===== src/rtl/core/bbus_pkg.sv =====
// ---------------------------------------------------------------------------
// bbus_pkg
// Shared types and constants of the box-blur unsharp sharpener.
// ---------------------------------------------------------------------------
package bbus_pkg;

    localparam int FIFO_DEPTH = 16;
    localparam int FIFO_AW    = $clog2(FIFO_DEPTH);

    localparam logic [1:0] REG_WIDTH  = 2'd0;
    localparam logic [1:0] REG_HEIGHT = 2'd1;
    localparam logic [1:0] REG_GAIN   = 2'd2;

    localparam logic [10:0] WIDTH_RESET  = 11'd1024;
    localparam logic [15:0] HEIGHT_RESET = 16'd768;
    localparam logic [15:0] GAIN_RESET   = 16'd1024;

    // Reciprocals of 3 and 9 with their shifts; exact for 19-bit dividends.
    localparam logic [18:0] RECIP3 = 19'd349526;
    localparam logic [18:0] RECIP9 = 19'd466034;
    localparam int          SHIFT3 = 20;
    localparam int          SHIFT9 = 22;

    typedef struct packed {
        logic pass;
        logic mul9;
        logic eor;
        logic eof;
    } t_tag;

endpackage


===== src/rtl/core/bbus_sharpen.sv =====
// ---------------------------------------------------------------------------
// bbus_sharpen
// Pipelined gain multiply, constant division and clamp of the sharpener.
// ---------------------------------------------------------------------------
module bbus_sharpen import bbus_pkg::*; (
    input  logic               i_clk,
    input  logic               i_rst_n,
    input  logic signed [15:0] i_gain,
    input  logic               i_valid,
    input  logic signed [12:0] i_delta,
    input  logic [7:0]         i_pix,
    input  t_tag               i_tag,
    output logic               o_valid,
    output logic [7:0]         o_pix,
    output t_tag               o_tag
);

    logic               r_a_valid, r_b_valid, r_c_valid, r_d_valid;
    logic signed [12:0] r_a_delta;
    logic [7:0]         r_a_pix, r_b_pix, r_c_pix, r_d_pix;
    t_tag               r_a_tag, r_b_tag, r_c_tag, r_d_tag;
    logic signed [28:0] r_b_prod;
    logic [37:0]        r_c_q;
    logic               r_c_neg;

    logic [28:0] mag;
    logic [28:0] shifted;
    logic [18:0] dividend;
    logic [37:0] q_shift;
    logic [15:0] quo;
    logic signed [17:0] val;
    logic [7:0]  clamped;

    always_comb begin
        mag      = r_b_prod[28] ? 29'(-r_b_prod) : 29'(r_b_prod);
        shifted  = r_b_tag.mul9 ? (mag >> 8) : (mag >> 9);
        dividend = shifted[18:0];
        q_shift  = r_c_tag.mul9 ? (r_c_q >> SHIFT9) : (r_c_q >> SHIFT3);
        quo      = q_shift[15:0];
        val      = $signed({10'd0, r_c_pix})
                 + (r_c_neg ? -$signed({2'b00, quo}) : $signed({2'b00, quo}));
        if (val < 0) begin
            clamped = 8'd0;
        end else if (val > 18'sd255) begin
            clamped = 8'd255;
        end else begin
            clamped = val[7:0];
        end
    end

    always_ff @(posedge i_clk) begin
        if (!i_rst_n) begin
            r_a_valid <= 1'b0;
            r_b_valid <= 1'b0;
            r_c_valid <= 1'b0;
            r_d_valid <= 1'b0;
        end else begin
            r_a_valid <= i_valid;
            r_b_valid <= r_a_valid;
            r_c_valid <= r_b_valid;
            r_d_valid <= r_c_valid;
        end
        r_a_delta <= i_delta;
        r_a_pix   <= i_pix;
        r_a_tag   <= i_tag;
        r_b_prod  <= 29'(i_gain * r_a_delta);
        r_b_pix   <= r_a_pix;
        r_b_tag   <= r_a_tag;
        r_c_q     <= {19'd0, dividend} * {19'd0, (r_b_tag.mul9 ? RECIP9 : RECIP3)};
        r_c_neg   <= r_b_prod[28];
        r_c_pix   <= r_b_pix;
        r_c_tag   <= r_b_tag;
        r_d_pix   <= r_c_tag.pass ? r_c_pix : clamped;
        r_d_tag   <= r_c_tag;
    end

    assign o_valid = r_d_valid;
    assign o_pix   = r_d_pix;
    assign o_tag   = r_d_tag;

endmodule


===== config.mk =====
export PLATFORM = sky130hd
export DESIGN_NAME = bbus_sharpen
export DESIGN_NICKNAME = d
export VERILOG_FILES = /design/src/rtl/core/bbus_pkg.sv /design/src/rtl/core/bbus_sharpen.sv
export SDC_FILE = /design/constraint.sdc
export NUM_CORES = 1
export LEC_CHECK = 0
export BUFFER_PORTS_ARGS = -buffer_cell sky130_fd_sc_hd__buf_2
export CAP_MARGIN = 30
export CORE_UTILIZATION = 51
export CTS_CLUSTER_DIAMETER = 30
export DETAILED_ROUTE_END_ITERATION = 10
export GPL_TIMING_DRIVEN = 0
export PLACE_DENSITY = 0.7
export SLEW_MARGIN = 5
export SYNTH_ARGS = -nofsm -noshare
export SYNTH_HDL_FRONTEND = slang
export SYNTH_SLANG_ARGS = --single-unit
export TNS_END_PERCENT = 10

===== constraint.sdc =====
create_clock -name i_clk -period 9.5 [get_ports i_clk]
set_input_delay 2.85 -clock i_clk [delete_from_list [all_inputs] [get_ports i_clk]]
set_output_delay 2.85 -clock i_clk [all_outputs]
set_load 0.05 [all_outputs]

==> results.json, run 1 <==
{
  "drt_iter0_markers": 602,
  "yosysUniqueCellTypes": 63,
  "clkLatencyLatePin_ns": 0.42,
  "start_util": 0.522,
  "path_cells": "buf_2 > clkbuf_1 > nand2_1 > fa_1 > inv_1 > fa_1 > fa_1 > inv_1 > fa_1 > fa_1 > inv_1 > ha_1 > ha_1 > a21oi_1 > o21bai_1 > a21oi_1 > o21ai_0 > nand4_1 > a21oi_1 > a2111oi_0 > nor2_1 > o311ai_0",
  "r2r_end": "r_c_q[36]",
  "regToRegStartpoint": "r_b_prod[4]",
  "max_stage_delay_ns": 0.62,
  "final_common_cell": "inv_1",
  "numPortBuffers": 56,
  "gp_congestion": 0.941,
  "numClockSinks": 113,
  "io_pins": 57,
  "ff2ff_path_depth": 34,
  "n_antenna_cell": 0,
  "startpoint_type": "input port",
  "reg2reg_setup_slack_ns": 0.50,
  "ctsHtreeMaxLevel": 4,
  "min_path_type": "reg2reg",
  "first_global_vias": 14100,
  "cts_buffers": 17,
  "hpwlAfterDp_um": 36000,
  "crit_required_ns": 9.80,
  "drc_errors": 1,
  "grt_pass1_wl_um": 68800,
  "vias_per_cell": 5.20,
  "fmax_ghz": 0.110,
  "die_w_um": 193,
  "core_area_mm2": 0.0358,
  "fillers": 3191,
  "slew_headroom": 0.396,
  "synthFlopType": "dfxtp_1",
  "drive_gt1_frac": 0.0630,
  "cts_tree": "yes",
  "area_growth_pct": 8.03,
  "layout_common_cells": "inv_1 (470), fa_1 (332), ha_1 (248), nand2_1 (159), dfxtp_1 (113)",
  "clk_path_buf_depth": 2,
  "cp-endpoint": "r_b_prod[27]",
  "grt_usage": 0.232,
  "die-area_mm2": 0.0374,
  "fin_skew_ns": 0.0154,
  "vias": 13200,
  "layout.nets": 2692,
  "yosys.area.top_type_share": 0.356,
  "grt_max_degree": 17,
  "ant_nets": 0,
  "fin_crit_ns": 9.09,
  "critPathMostFrequentCell": "fa_1",
  "cp-end-kind": "flop",
  "firstDrtPassIters": 8,
  "synth_area_mm2": 0.0187,
  "tightest_slew_ns": 0.904,
  "overflow": 0,
  "criticalPathCategory": "in2reg",
  "async_flop_share": 0,
  "synth_area_leader_cell": "fa_1",
  "rsz0062_at_grt": "false",
  "crit_start": "i_gain[5]",
  "clk_pin_slew_worst_paths_ns": 0.06,
  "fp-row-count": 69,
  "crit_fanout": 10,
  "status": "finished, violations left",
  "cp_slowest_cell": "a2111oi_0",
  "finalSetupViolations": 0,
  "synth_nets": 2615,
  "synth_area_leaders": "fa_1 (36%), ha_1 (17%), dfxtp_1 (12%), inv_1 (9.4%), nand2_1 (3.2%)",
  "maxCapViolations": 0,
  "synth.avg_cell_area_um2": 9.39,
  "die_h_um": 193,
  "synth_enable_flop_cells": 0,
  "antenna_found_initial": 0,
  "arrival_ns": 9.38,
  "timing.final.crit_share": 0.957,
  "synthCells": 1991,
  "routed_wl_um": 41300,
  "maxSlewViolCount": 0,
  "cts_root_buf": "clkbuf_16",
  "wire_per_inst_um": 16.3,
  "ys_seq_area_frac": 0.121,
  "yosys_warnings": 0,
  "setup-tns-final_ns": 0,
  "hold_viol_final": 0,
  "failed_checks": "design-rule violations",
  "synth_seq_cells": 113
}
==> cells by family (layout without fill, tap and decap cells) <==
kind of cell,after synthesis,count (layout),share of synthesized area
multiplexers,22,22,0.0124
AND/OR/NAND/NOR,465,465,0.128
flip-flops,113,113,0.121
adder cells (fa/ha/maj),580,580,0.522
XOR/XNOR,95,95,0.0445
buffers and inverters,522,611,0.105
AO/OA/AOI/OAI,194,194,0.0675
==> worst min-delay path by stage <==
stage	startpoint	end	slack, ns	depth (start not counted)
4_1_cts	r_b_tag[3]	r_c_tag[3]	0.33	0
5_1_grt	r_a_pix[6]	r_b_pix[6]	0.33	0
3_3_place_gp	r_b_tag[0]	r_c_tag[0]	0.31	0
6_report	r_b_tag[3]	r_c_tag[3]	0.32	0
3_5_place_dp	r_b_tag[3]	r_c_tag[3]	0.31	0
2_1_floorplan	r_c_tag[0]	o_tag[0]	0.31	0
==> synth_stat cells (13+ instances only) <==
cell and number:
and2_1 92, a21o_1 22, nand2b_1 35, nor2_1 69
ha_1 248, nor3_1 21, fa_1 332, nand2_1 159
xnor2_1 51, nand3_1 19, nor2b_1 15, clkbuf_1 43
xor2_1 44, o21ai_0 43, a21oi_1 48, dfxtp_1 113
mux2i_1 13, inv_1 470
==> worst max-delay path, delay by kind of cell <==
family | cells | cell delay, ns
AOI/OAI and AO/OA | 7 | 1.99
adders and majority gates | 7 | 3.28
buffers and inverters | 5 | 0.68
and+or+nand+nor | 3 | 0.58
==> per-layer routing <==
| layer | track usage | wire, um |
|---|---|---|
| met1 | 0.302 | 18400 |
| met3 | 0.0352 | 1930 |
| met4 | 0.0729 | 1180 |
| met2 | 0.397 | 19800 |
| met5 | 0 | 0 |
==> per-stage QoR <==
step | utilization | cell area [um^2] | setup slack, ns | hold WS, ns | cells
finish | 0.564 | 20200 | 0.412 | 0.323 | 2541
floorplan | - | 18700 | 1.03 | 0.310 | 1991
global placement | 0.546 | 19600 | 0.183 | 0.310 | 2508
CTS | 0.562 | 20100 | 0.0232 | 0.325 | 2539
global route | 0.564 | 20200 | 0.0307 | 0.325 | 2541
detailed placement | 0.546 | 19600 | 0.0321 | 0.313 | 2508
==> registers in the layout (all words and copies together), names as in the netlist <==
name,count
o_pix,8
r_c_q,18
r_b_tag,4
r_b_pix,8
o_tag,4
r_c_valid,1
r_c_tag,4
r_c_neg,1
r_a_valid,1
r_a_tag,4
r_c_pix,8
r_a_delta,13
o_valid,1
r_b_valid,1
r_b_prod,29
r_a_pix,8
==> cell type report <==
| type | instances | area (um^2) | area share |
|---|---|---|---|
| sequential | 113 | 2260 | 0.112 |
| buffer | 52 | 208 | 0.0103 |
| timing repair buffer | 58 | 308 | 0.0152 |
| clock inverter | 14 | 156 | 0.00774 |
| inverter | 470 | 1760 | 0.0874 |
| multi-input combinational | 1356 | 14500 | 0.718 |
| clock buffer | 17 | 425 | 0.0211 |
| tap | 461 | 577 | 0.0286 |
==> repair_timing <==
action / CTS / global route
hold buffers: 0 / 0
gates resized for setup: 0 / 6
buffers inserted: 0 / 2
setup endpoints to repair: 0 / 7
Power of run 1 is not shown: default switching activity piles up to over one toggle a cycle in this logic, so the estimate is an artifact.
==> run 2: changes to the inputs <==
--- a/config.mk
+++ b/config.mk
@@ -5,14 +5,15 @@
 export SDC_FILE = /design/constraint.sdc
 export NUM_CORES = 1
 export LEC_CHECK = 0
+export ABC_AREA = 1
 export BUFFER_PORTS_ARGS = -buffer_cell sky130_fd_sc_hd__buf_2
 export CAP_MARGIN = 30
+export CORE_ASPECT_RATIO = 0.5
 export CORE_UTILIZATION = 51
 export CTS_CLUSTER_DIAMETER = 30
 export DETAILED_ROUTE_END_ITERATION = 10
 export GPL_TIMING_DRIVEN = 0
 export PLACE_DENSITY = 0.7
-export SLEW_MARGIN = 5
 export SYNTH_ARGS = -nofsm -noshare
 export SYNTH_HDL_FRONTEND = slang
 export SYNTH_SLANG_ARGS = --single-unit
==> run 2 against run 1 <==
Compared with the run above: the flow now finishes without violations; routed wire length up 9.1%; synthesized cell count up 21%; clock-buffer cell count unchanged; highest routed layer unchanged; critical path type unchanged; utilization down 0.12 points; first-iteration DRC count up 48%; die area up 5.4%; sequential share of layout area down 0.54 points; worst hold slack worse by 0.0063 ns.
==> results.json, run 2 <==
{
  "slew_headroom": 0.451,
  "synth_area_mm2": 0.0197,
  "layout.nets": 3117,
  "gp_congestion": 0.959,
  "hold_viol_final": 0,
  "numPortBuffers": 56,
  "fp-row-count": 50,
  "rsz0062_at_grt": "false",
  "grt_max_degree": 17,
  "min_path_type": "reg2reg",
  "dp_cells": 2994,
  "regToRegStartpoint": "r_b_prod[0]",
  "die_w_um": 280,
  "vias": 14900,
  "cts_buffers": 17,
  "regMostFlops": "r_b_prod",
  "use_met2": 0.409,
  "io_pins": 57,
  "worst-path-stages": 23,
  "yosys.area_share.simple": 0.175,
  "synth_xor_xnor_area_share": 0.0307,
  "synthMuxAreaShare": 0,
  "synth_enable_flop_cells": 0,
  "synth_top_family_by_area": "adder cells",
  "cts_hold_buffers": 0,
  "overflow": 0,
  "grt_pass1_wl_um": 74900,
  "fmax_ghz": 0.119,
  "synthMostInstantiatedCell": "inv_1",
  "cp-endpoint": "r_b_prod[27]",
  "grt_usage": 0.241,
  "ctsHtreeMaxLevel": 4,
  "yosysUniqueCellTypes": 46,
  "cts_tree": "yes",
  "cp_slowest_cell": "fa_1",
  "fin_skew_ns": 0.0259,
  "drt_iter0_markers": 893,
  "grt.busiest_layer": "met2",
  "start_util": 0.522,
  "tightest_slew_ns": 0.822,
  "finalSetupViolations": 0,
  "max_stage_delay_ns": 0.55,
  "core_area_mm2": 0.0377,
  "cp-end-kind": "flop",
  "cts_resized": 0,
  "ant_nets": 0,
  "wire_per_inst_um": 14.9,
  "first_global_vias": 15100,
  "routed_wl_um": 45100,
  "largestRegisters": "r_b_prod (29), r_c_q (18), r_a_delta (13)",
  "met1_usage": 0.320,
  "clkLatencyLatePin_ns": 0.45,
  "crit_required_ns": 9.81,
  "yosys.area.top_type_share": 0.337,
  "clk_path_buf_depth": 2,
  "post-cts-setup-buffer-count": 0,
  "ys_seq_area_frac": 0.115,
  "crit_buf_inv": 5,
  "criticalPathCategory": "in2reg",
  "firstDrtPassIters": 5,
  "ff2ff_path_depth": 36,
  "timing.final.crit_share": 0.888,
  "finalNonFillerCells": 3027,
  "synthAdderAreaFrac": 0.495,
  "reg2reg_setup_slack_ns": 1.90,
  "synth_seq_cells": 113,
  "synth_compound_area_frac": 0.0492,
  "synthCells": 2418,
  "synth_area_leaders": "fa_1 (34%), ha_1 (16%), inv_1 (12%), dfxtp_1 (11%), nand2_1 (9.6%)",
  "path_cells": "buf_2 > clkbuf_1 > nand2_1 > fa_1 > fa_1 > inv_1 > fa_1 > inv_1 > fa_1 > inv_1 > fa_1 > fa_1 > ha_1 > a21oi_1 > o21ai_0 > a21o_1 > a21oi_1 > nor3_1 > nor2_1 > o21ai_0 > nand3_1 > nand2_1 > xor2_1",
  "hpwlAfterDp_um": 39300,
  "drc_errors": 0,
  "post-route-util": 0.562,
  "numClockSinks": 113,
  "die_h_um": 141,
  "status": "finished clean",
  "die-area_mm2": 0.0395,
  "area_growth_pct": 7.71,
  "largest_reg_flops": 29,
  "clk_pin_slew_worst_paths_ns": 0.06,
  "drive_gt1_frac": 0.0778,
  "vias_per_cell": 4.91,
  "synth_area_leader_cell": "fa_1",
  "setup-tns-final_ns": 0,
  "synth_nets": 3042,
  "synthFlopType": "dfxtp_1",
  "ys_top_cells_by_count": "inv_1 (627), nand2_1 (503), fa_1 (332)",
  "crit_fanout": 10,
  "maxSlewViolCount": 0,
  "r2r_end": "r_c_q[37]",
  "crit_start": "i_gain[4]",
  "arrival_ns": 8.75,
  "yosys_warnings": 0,
  "crit_family": "adder cells",
  "antenna_found_initial": 1,
  "fin_crit_ns": 8.44,
  "maxCapViolations": 0,
  "startpoint_type": "input port",
  "layout_common_cells": "inv_1 (627), nand2_1 (503), fa_1 (332), ha_1 (248), dfxtp_1 (113)",
  "synth.avg_cell_area_um2": 8.15,
  "final_common_cell": "inv_1",
  "critPathMostFrequentCell": "fa_1",
  "cts_root_buf": "clkbuf_16",
  "async_flop_share": 0,
  "grtUsageMet3": 0.0419
}
run 2: kinds of logic after synthesis:
| group | count (synthesis) |
|---|---|
| and+or+nand+nor | 788 |
| buffers and inverters | 695 |
| adders and majority gates | 580 |
| AOI/OAI and AO/OA | 173 |
| DFF | 113 |
| xor gates and xnor gates | 69 |
run 2: final cells by class:
cell class	count	area [um^2]
Clock inverter	15	160
Multi-Input combinational cell	1610	14800
Clock buffer	17	425
Tap cell	520	651
Fill cell	3438	16500
Inverter	639	2400
Buffer	56	253
Antenna cell	1	2.50
Sequential cell	113	2260
Timing Repair Buffer	56	280
run 2: metal layers:
layer	part of all wire	vias to the layer above
li1	-	7334
met4	0.022	0
met3	0.050	63
met5	0	-
met2	0.47	356
met1	0.45	7106
run 2: metrics by stage:
stage	area, um^2	setup slack (ns)	hold WS, ns
finish	21200	1.06	0.317
floorplan	19700	1.42	0.310
detailed placement	20600	0.626	0.312
global placement	20600	0.732	0.310
global route	21200	0.675	0.327
CTS	21200	1.08	0.325
run 2: worst register-to-register path: cells and delay by family, from the launching register on:
family / cells / cell delay [ns]
buf+inv: 5 / 0.40
fa+ha+maj: 7 / 3.20
xor+xnor: 1 / 0.19
compound gates: 6 / 1.52
flops: 1 / 0.29
simple gates: 17 / 1.91
run 2: worst min path at each step:
| stage | start | end | slack, ns | cells after the start |
|---|---|---|---|---|
| finish | r_b_tag[0] | r_c_tag[0] | 0.32 | 0 |
| global route | r_b_pix[2] | r_c_pix[2] | 0.33 | 0 |
| CTS | r_b_tag[0] | r_c_tag[0] | 0.33 | 0 |
| detailed placement | r_b_pix[2] | r_c_pix[2] | 0.31 | 0 |
| global placement | r_c_tag[0] | o_tag[0] | 0.31 | 0 |
| floorplan | r_c_tag[0] | o_tag[0] | 0.31 | 0 |
Power of run 2 is left out for the same reason.
