==> config.mk <==
export PLATFORM = sky130hd
export DESIGN_NAME = bbus_fifo
export DESIGN_NICKNAME = d
export VERILOG_FILES = /design/src/rtl/core/bbus_pkg.sv /design/src/rtl/core/bbus_fifo.sv
export SDC_FILE = /design/constraint.sdc
export NUM_CORES = 1
export LEC_CHECK = 0
export ABC_AREA = 1
export BUFFER_PORTS_ARGS = -buffer_cell sky130_fd_sc_hd__buf_2
export CAP_MARGIN = 20
export CORE_ASPECT_RATIO = 1.4
export CORE_MARGIN = 3
export CORE_UTILIZATION = 55
export DETAILED_ROUTE_END_ITERATION = 6
export PLACE_DENSITY = 0.72
export SLEW_MARGIN = 5
export SYNTH_ARGS = -nofsm -noshare
export SYNTH_HDL_FRONTEND = slang
export SYNTH_SLANG_ARGS = --single-unit
==> constraint.sdc <==
create_clock -name i_clk -period 3.25 [get_ports i_clk]
set_input_delay 0.1625 -clock i_clk [delete_from_list [all_inputs] [get_ports i_clk]]
set_output_delay 0.1625 -clock i_clk [all_outputs]
set_load 0.02 [all_outputs]
==> src/rtl/core/bbus_pkg.sv <==
// ---------------------------------------------------------------------------
// bbus_pkg
// Shared types and constants of the box-blur unsharp sharpener.
// ---------------------------------------------------------------------------
package bbus_pkg;

    localparam int FIFO_DEPTH = 16;
    localparam int FIFO_AW    = $clog2(FIFO_DEPTH);

    localparam logic [1:0] REG_WIDTH  = 2'd0;
    localparam logic [1:0] REG_HEIGHT = 2'd1;
    localparam logic [1:0] REG_GAIN   = 2'd2;

    localparam logic [10:0] WIDTH_RESET  = 11'd1024;
    localparam logic [15:0] HEIGHT_RESET = 16'd768;
    localparam logic [15:0] GAIN_RESET   = 16'd1024;

    // Reciprocals of 3 and 9 with their shifts; exact for 19-bit dividends.
    localparam logic [18:0] RECIP3 = 19'd349526;
    localparam logic [18:0] RECIP9 = 19'd466034;
    localparam int          SHIFT3 = 20;
    localparam int          SHIFT9 = 22;

    typedef struct packed {
        logic pass;
        logic mul9;
        logic eor;
        logic eof;
    } t_tag;

endpackage

==> src/rtl/core/bbus_fifo.sv <==
// ---------------------------------------------------------------------------
// bbus_fifo
// Result queue between the sharpening pipeline and the output stream.
// ---------------------------------------------------------------------------
module bbus_fifo import bbus_pkg::*; (
    input  logic       i_clk,
    input  logic       i_rst_n,
    input  logic       i_push,
    input  logic [9:0] i_data,
    input  logic       i_pop,
    output logic       o_valid,
    output logic [9:0] o_data
);

    logic [9:0]         r_mem [FIFO_DEPTH];
    logic [FIFO_AW-1:0] r_wr_ptr, r_rd_ptr;
    logic [FIFO_AW:0]   r_count;
    logic               pop;

    assign o_valid = (r_count != '0);
    assign o_data  = r_mem[r_rd_ptr];
    assign pop     = i_pop && o_valid;

    always_ff @(posedge i_clk) begin
        if (i_push) begin
            r_mem[r_wr_ptr] <= i_data;
        end
    end

    always_ff @(posedge i_clk) begin
        if (!i_rst_n) begin
            r_wr_ptr <= '0;
            r_rd_ptr <= '0;
            r_count  <= '0;
        end else begin
            if (i_push) begin
                r_wr_ptr <= r_wr_ptr + 1'b1;
            end
            if (pop) begin
                r_rd_ptr <= r_rd_ptr + 1'b1;
            end
            r_count <= r_count + (FIFO_AW+1)'(i_push) - (FIFO_AW+1)'(pop);
        end
    end

endmodule

==> impl_metrics.toml, run 1 <==
[job]
drv_cap = 0

[pwr]
powerDensity_mw_per_mm2 = 675
p_int_mw = 3.96
ir_drop_v = 0.000534
power_frac_clock_pct = 33.2
power_mw = 5.80
switching_share_pct = 31.8
p_seq_share_pct = 44.6
switching_power_mw = 1.85
comb_power_share_pct = 22.2
total_leakage_power_nw = 3.75

[cts]
cts.sinks = 177
ctsHoldBuffers = 0
root_buffer = "clkbuf_16"
cts_buffers = 17
clk_latency_ns = 0.42
cts_max_level = 4
cts.reportedPaths.clkPinSlew_ns = 0.07
post_cts_buffers = 0
cts_resized = 0
cts_tree = "yes"
ctsLongestPathBuffers = 2

[routing]
ant_nets = 0
drc_errors = 0
drt_iter0_markers = 427
viasPerCell = 5.27
dr.max_layer_used = "met4"
wl_per_cell_um = 16.8
first_pass_iters = 5
vias = 5213
m1WireLength_um = 6220
wl_met3_um = 1100
wirelength_um = 16600
met2WireLength_um = 8780

[worst_setup_path]
max_stage_delay_ns = 0.45
crit_chain = "buf_4 -> inv_1 -> buf_4 -> nand3_1 -> nand3_1 -> nand2_1 -> buf_2"
path_class = "flip-flop to output port"
r2r-start = "r_count[3]"
critPathLaunchType = "flip-flop"
worstPathArrival_ns = 2.20
cp_data_required_time_ns = 3.09
timing.critical_path.fanout_max = 21
cpMaxStageDelayCell = "inv_1"
critPathCaptureType = "output port"

[placed_design]
portBuffers = 24
placedInstanceArea_mm2 = 0.00802
gp_congestion = 0.817
dp_hpwl_um = 10100

[synthesis]
synth_edf_count = 160
synth_most_common_cell = "nand2_1"
synth_top_cell_area_share_pct = 61.9
ys.flop_type = "edfxtp_1"
synth_seq_cells = 177
synth-warning-count = 0
async_flop_share_pct = 0
avgSynthCellArea_um2 = 10.1
postSynthCellCount = 769
synth_top_area_cell = "edfxtp_1"
synth_area_mm2 = 0.00776
yosys-top-cells-area = "edfxtp_1 (62%), nand2_1 (11%), nand3_1 (7.9%)"
synthTopCellsByCount = "nand2_1 (235), edfxtp_1 (160), inv_1 (137)"
yosys.cell_types.count = 24
synth_nets = 795
ys_seq_area_share_pct = 66.3

[timing]
skew_ns = 0.00901
worst_pin_slew_ns = 1.05
drv_slew = 0
finalCritPeriodShare_pct = 72.8
tns_ns = 0
max_freq_mhz = 422
worst_hold_slack_ns = 0.0310
post-route-min-period_ns = 2.37
setup_viol = 0
worst_slew_margin_rel_pct = 29.6
rsz0062_at_grt = "false"
hold_viol_final = 0

[grt]
grt_pass1_vias = 5278
grt_pass1_wl_um = 26400
grt_max_degree = 81
gr-total-overflow = 0
grt_antenna_before_repair = 0
track_usage_pct = 22.4

[cells_and_area]
fin_nets = 820
multi_input_area_mm2 = 0.00188
postLayoutCoreUtil_pct = 63.3
register_area_mm2 = 0.00515
fillers = 1064
layout-drive-gt1-share_pct = 9.29
areaGrowthSynthToFinish_pct = 10.8
antennaDiodeCount = 0
finish.instance_area_mm2 = 0.00860

[floorplan]
design.die.area_mm2 = 0.0156
die_h_um = 147
rows = 50
start_util_pct = 57.2
pin_count = 25
core_area_mm2 = 0.0136
die-width_um = 106

[hold_path]
hp-class = "primary input to flip-flop"
worstHoldStart = "i_rst_n"

[run_status]
status = "complete, no violations"
-- worst max-delay path, delay by kind of cell, from the launching register on --
family,cells,cell delay [ns]
buffers and inverters,4,1.11
AND/OR/NAND/NOR,3,0.36
flip-flops,1,0.30
-- path summary, 6_finish.rpt --
| kind | to | slack (ns) | cells past startpoint |
|---|---|---|---|
| hold reg to reg | r_rd_ptr[2] | 0.52 | 2 |
| setup reg to reg | r_count[4] | 0.89 | 15 |
| setup / recovery | o_data[5] | 0.88 | 7 |
| hold / removal | r_count[1] | 0.03 | 3 |
-- metal layers --
metal	global-route usage, %	vias to the layer above
met2	39.1	213
met5	0	-
met4	9.98	0
met3	5.04	36
li1	-	2515
met1	26.2	2449
-- cell usage in the layout, fill, tap and decap left out, types with 3 or more instances in the layout --
master and instances:
edfxtp_1 160, nand2_1 235, nand3_1 122, a21oi_1 6, dfxtp_1 16, o21ai_0 3
ha_1 11, inv_8 3, nor2_1 34, buf_4 14, inv_1 137, clkbuf_16 17
inv_6 7, xor2_1 3, buf_2 24, clkinv_4 4
-- cell type report --
class / instances / area share [%]
sequential: 177 / 59.8
inverter: 140 / 6.17
clock inverter: 15 / 1.67
clock buffer: 17 / 4.95
tap: 182 / 2.65
timing repair buffer: 39 / 2.85
multi-input combinational: 419 / 21.9
-- state kept, by name (all words and copies together) (netlist names), named ones only --
register and flops:
r_mem 160, r_rd_ptr 4, r_count 5, r_wr_ptr 4
-- through the flow --
step / setup WS, ns / instances
6_report: 0.883 / 989
5_1_grt: 0.722 / 989
4_1_cts: 0.880 / 987
3_5_place_dp: 0.904 / 955
3_3_place_gp: 1.03 / 955
2_1_floorplan: 1.14 / 769
-- cell families (layout without fill, tap and decap cells) --
logic type	Yosys count	in the layout	share of synthesized area, %
buffers and inverters	173	211	9.48
adders and majority gates	12	12	2.03
and+or+nand+nor	393	393	21.0
AOI/OAI and AO/OA	11	11	0.822
xor gates and xnor gates	3	3	0.339
DFF	177	177	66.3
-- power groups by stage --
| stage | combinational (mW) | sequential (mW) | clock [mW] |
|---|---|---|---|
| after floorplan | 0.970 | 2.62 | 0 |
| after global placement | 1.24 | 2.63 | 0 |
| after detailed placement | 1.29 | 2.64 | 0 |
| after CTS | 1.30 | 2.59 | 1.95 |
| after global routing | 1.46 | 2.59 | 2.05 |
| final | 1.29 | 2.59 | 1.93 |
Note: power is estimated with default switching activity, not from simulation.
==> run 2, diff against run 1 <==
- clock period: 3.25 -> 2.2 ns (I/O delays scaled with it)
==> impl_metrics.toml, run 2 (synthesized netlist as in run 1, its figures left out) <==
[grt]
grt_max_degree = 48
track_usage_pct = 23.4
gr-total-overflow = 0
grt_antenna_before_repair = 0
grt_pass1_wl_um = 27300
grt_pass1_vias = 5176

[worst_setup_path]
worstPathArrival_ns = 2.49
ff2ff_path_depth = 15
critPathLaunchType = "flip-flop"
critPathCaptureType = "flip-flop"
timing.critical_path.fanout_max = 2
path_class = "flip-flop to flip-flop"
cp_data_required_time_ns = 2.52

[floorplan]
die_h_um = 147
pin_count = 25
design.die.area_mm2 = 0.0156
rows = 50
start_util_pct = 57.2
die-width_um = 106
core_area_mm2 = 0.0136

[cells_and_area]
layout-drive-gt1-share_pct = 12.6
areaGrowthSynthToFinish_pct = 14.0
regMostFlops = "r_mem"
fin_nets = 839
final_cell_mix = "nand2_1 (234), edfxtp_1 (160), inv_1 (133), nand3_1 (122), nor2_1 (33)"
antennaDiodeCount = 0
layout_commonest_cell = "nand2_1"
reg_top3 = "r_mem: 160 flops, r_count: 5 flops"
postLayoutCoreUtil_pct = 65.2
largest_reg_flops = 160

[cts]
cts.sinks = 177
clk_latency_ns = 0.42
cts_max_level = 4
cts.reportedPaths.clkPinSlew_ns = 0.07
cts_buffers = 17
cts_tree = "yes"
root_buffer = "clkbuf_16"
ctsLongestPathBuffers = 2

[pwr]
total_leakage_power_nw = 3.87
power_mw = 9.00
powerDensity_mw_per_mm2 = 1020
ir_drop_v = 0.000736

[timing]
setup_viol = 0
worst_slew_margin_rel_pct = 65.7
skew_ns = 0.00810
finalCritPeriodShare_pct = 98.6
hold_viol_final = 0
max_freq_mhz = 461
worst_pin_slew_ns = 0.515
drv_slew = 0
post-route-min-period_ns = 2.17
rsz0062_at_grt = "true"

[placed_design]
gp_congestion = 0.819
portBuffers = 24
dp_hpwl_um = 10700

[routing]
wl_per_cell_um = 17.1
drt_iter0_markers = 454
ant_nets = 0
viasPerCell = 5.26
wirelength_um = 17200
first_pass_iters = 7
vias = 5306
drc_errors = 0

[hold_path]
hp-class = "primary input to flip-flop"
min_path_cells = 4

[job]
drv_cap = 0

[run_status]
status = "complete, no violations"
## run 2: cell types whose count changed in the layout (fill, tap and decap cells not counted), sizes merged
cell,change
clkbuf,+2
dlygate4sd3,+2
inv,-2
buf,+17
clkinv,-1
bufinv,+1
## run 2: final timing paths
check                              endpoint        start  slack, ns
worst max-delay path             r_count[4]   r_count[3]       0.03
worst min-delay path            r_rd_ptr[3]        i_pop       0.07
worst max register to register   r_count[4]   r_count[3]       0.03
worst min register to register  r_rd_ptr[3]  r_rd_ptr[3]       0.52
## run 2: repair_timing
action | 4_1_cts | 5_1_grt
setup endpoints to repair | 1 | 11
buffers inserted | 1 | 4
hold buffers | 2 | 0
cloned | 0 | 0
pin swaps | 2 | 7
endpoints found under the hold margin | 6 | 0
gates resized for setup | 5 | 15
## run 2: routing by layer
layer  vias up  share of wire (%)  GRT usage [%]
met5         -                  0              0
met4         0                4.3           11.3
met3        43                6.4           4.29
met2       210                 54           41.4
met1      2499                 36           27.2
li1       2554                  -              -
## run 2: stage by stage
stage                     setup TNS [ns]  area (µm²)  instances  hold WS (ns)  setup WS (ns)
after floorplan                        0        7760        769         0.209         0.0878
final                                  0        8850       1008        0.0730         0.0303
after detailed placement          -0.105        8120        969         0.424         -0.105
after global placement                 0        8120        969         0.416         0.0249
after global routing             -0.0769        8850       1008        0.0717        -0.0769
after CTS                              0        8770       1004        0.0603        0.00248
## run 2: where the power goes
part / internal, mW / switching, mW / leakage [nW]
registers: 3.77 / 0.0742 / 1.59
logic: 0.739 / 1.37 / 1.98
clock network: 1.74 / 1.30 / 0.307
total: 6.25 / 2.75 / 3.87
## run 2: layout make-up
cell class	count	area (µm²)
clock buffers	19	475
clock inverters	13	139
fillers	1034	4720
inverters	140	531
multi-input cells	419	1920
flip-flops and latches	177	5150
well taps	182	228
repair buffers	58	408
## run 2: worst max-delay path, cell delays in order (launching register included)
cell,delay [ns]
dfxtp_2,0.33
inv_2,0.08
ha_4,0.14
inv_2,0.04
nor2_4,0.09
a21boi_2,0.07
ha_1,0.30
inv_2,0.05
ha_4,0.16
fa_2,0.37
nand2_2,0.09
a21oi_2,0.05
nor2_1,0.14
nand2_1,0.07
nand2_1,0.06
nor2_1,0.04
==> run 3, diff against run 2 <==
- ABC_AREA: 1 -> default
==> impl_metrics.toml, run 3 <==
[synthesis]
synth-simple-area-share_pct = 4.77
ys.flop_type = "edfxtp_1"
synth_most_common_cell = "edfxtp_1"
yosys.cell_types.count = 34
async_flop_share_pct = 0
synth-compound-area-share_pct = 2.58
yosys-top-cells-area = "edfxtp_1 (69%), mux4_2 (10%), dfxtp_1 (4.9%)"
synth_top_family_by_area = "multiplexers"
synth_area_mm2 = 0.00697
synthTopCellsByCount = "edfxtp_1 (160), mux4_2 (31), and2_1 (28)"
synth_fa_ha_area_share_pct = 2.26
synth-warning-count = 0
synth_nets = 373
synth-xor-area-share_pct = 1.13
synth_top_cell_area_share_pct = 68.9
avgSynthCellArea_um2 = 20.1
synth_edf_count = 160
synth_seq_cells = 177
ys_seq_area_share_pct = 73.8
synth_top_area_cell = "edfxtp_1"
postSynthCellCount = 347
synth.area.mux_share_pct = 13.5

[routing]
vias = 3388
drt_iter0_markers = 257
viasPerCell = 5.96
wl_per_cell_um = 23.6
wirelength_um = 13400
ant_nets = 0
drc_errors = 0
first_pass_iters = 5

[worst_setup_path]
timing.critical_path.fanout_max = 2
reg2reg_slack_ns = -0.48
r2r-start = "r_count[2]"
ff2ff_path_depth = 13
path_class = "flip-flop to flip-flop"
crit_family = "simple AND/OR/NAND/NOR gates"
cp.buffers_inverters = 3
worstPathArrival_ns = 2.99
critPathCaptureType = "flip-flop"
critPathLaunchType = "flip-flop"
timing.rr.end = "r_count[4]"
cp_data_required_time_ns = 2.51
max_stage_delay_ns = 0.47
cpMaxStageDelayCell = "or4b_4"
crit_chain = "inv_2 -> ha_2 -> or4b_4 -> nand2_4 -> inv_2 -> ha_4 -> inv_4 -> ha_4 -> fa_2 -> a21oi_2 -> nor2_1 -> or3_1 -> and3_1"

[timing]
worst_slew_margin_rel_pct = 56.0
max_freq_mhz = 373
worst_pin_slew_ns = 0.661
drv_slew = 0
setup_viol = 7
skew_ns = 0.00769
finalCritPeriodShare_pct = 122
tns_ns = -1.07
post-route-min-period_ns = 2.68
rsz0062_at_grt = "true"
layout_setup_ws_ns = -0.479
hold_viol_final = 0

[cells_and_area]
antennaDiodeCount = 0
register_area_mm2 = 0.00515
fillers = 788
largest_reg_flops = 160
reg_top3 = "r_mem: 160 flops, r_count: 5 flops"
final_cell_mix = "edfxtp_1 (160), mux4_2 (40), and2_1 (28), buf_4 (19)"
layout_commonest_cell = "edfxtp_1"
fin_nets = 431
layout-drive-gt1-share_pct = 37.3
multi_input_area_mm2 = 0.00178
regMostFlops = "r_mem"
areaGrowthSynthToFinish_pct = 18.8
layout.cells.non_filler = 568

[cts]
cts.sinks = 177
cts_buffers = 17
cts_tree = "yes"
ctsHoldBuffers = 0
root_buffer = "clkbuf_16"
cts.reportedPaths.clkPinSlew_ns = 0.06
cts_max_level = 4
clk_latency_ns = 0.42
ctsLongestPathBuffers = 2

[hold_path]
hp-class = "primary input to flip-flop"
min_path_cells = 2
worstHoldStart = "i_rst_n"

[run_status]
violations = "setup timing"
status = "finished, violations left"

[pwr]
p_int_mw = 6.88
power_mw = 9.24
power_frac_clock_pct = 33.1
ir_drop_v = 0.000794
p_seq_share_pct = 41.8
switching_power_mw = 2.36
switching_share_pct = 25.5
powerDensity_mw_per_mm2 = 1120
total_leakage_power_nw = 2.77
comb_power_share_pct = 25.2

[grt]
grt_antenna_before_repair = 0
grt_pass1_wl_um = 21000
gr-total-overflow = 0
grt_max_degree = 41
grt_pass1_vias = 3626
track_usage_pct = 20.8

[placed_design]
dp_hpwl_um = 7990
place_ws_ns = -0.515
portBuffers = 24
gp_congestion = 0.733
dp_cells = 523

[floorplan]
die-width_um = 101
start_util_pct = 56.4
core_area_mm2 = 0.0124
design.die.area_mm2 = 0.0141
rows = 48
die_h_um = 139
pin_count = 25

[job]
drv_cap = 0
## run 3: per-stage QoR
| step | hold WS [ns] | utilization, % | cell area [µm²] |
|---|---|---|---|
| final | 0.0572 | 67.0 | 8290 |
| after global routing | 0.0571 | 67.0 | 8290 |
| after CTS | 0.0456 | 66.0 | 8160 |
| after detailed placement | 0.487 | 59.7 | 7390 |
| after global placement | 0.478 | 59.7 | 7390 |
| after floorplan | 0.209 | - | 7020 |
## run 3: worst max-delay path by stage
| stage | depth (start not counted) | slack (ns) | end | from |
|---|---|---|---|---|
| finish | 13 | -0.48 | r_count[4] | r_count[2] |
| detailed placement | 13 | -0.52 | r_count[4] | r_count[2] |
| floorplan | 14 | -0.54 | r_count[4] | r_count[3] |
| global placement | 13 | -0.47 | r_count[4] | r_count[2] |
| CTS | 13 | -0.46 | r_count[4] | r_count[2] |
| global route | 13 | -0.57 | r_count[4] | r_count[2] |
## run 3: layout make-up
type / count / share of cell area (%)
Inverter: 9 / 0.438
Clock buffer: 17 / 5.13
Sequential cell: 177 / 62.2
Multi-Input combinational cell: 146 / 21.5
Timing Repair Buffer: 54 / 6.30
Tap cell: 150 / 2.26
Clock inverter: 15 / 2.17
## run 3: what timing repair did
item / 4_1_cts / 5_1_grt
pin swaps: 3 / 10
gates resized for setup: 24 / 24
gates cloned: 3 / 1
buffers inserted: 4 / 6
endpoints found under the setup margin: 13 / 13
## run 3: cells by family after synthesis
kind of cell,after synthesis
DFF,177
AOI/OAI and AO/OA,25
adders and majority gates,12
xor gates and xnor gates,9
buffers and inverters,24
muxes,41
and+or+nand+nor,59
## run 3: power groups by stage
stage / sequential [mW] / combinational [mW] / clock, mW
final: 3.86 / 2.33 / 3.06
after global routing: 3.87 / 2.52 / 3.24
after CTS: 3.85 / 2.17 / 3.09
after detailed placement: 3.91 / 1.84 / 0
after global placement: 3.90 / 1.80 / 0
after floorplan: 3.89 / 1.35 / 0
## run 3: layer usage
| metal | routed length (µm) | GRT usage (%) | up-vias |
|---|---|---|---|
| li1 | - | - | 1505 |
| met1 | 5410 | 27.9 | 1752 |
| met2 | 7080 | 33.6 | 111 |
| met3 | 682 | 5.17 | 20 |
| met4 | 250 | 6.51 | 0 |
| met5 | 0 | 0 | - |
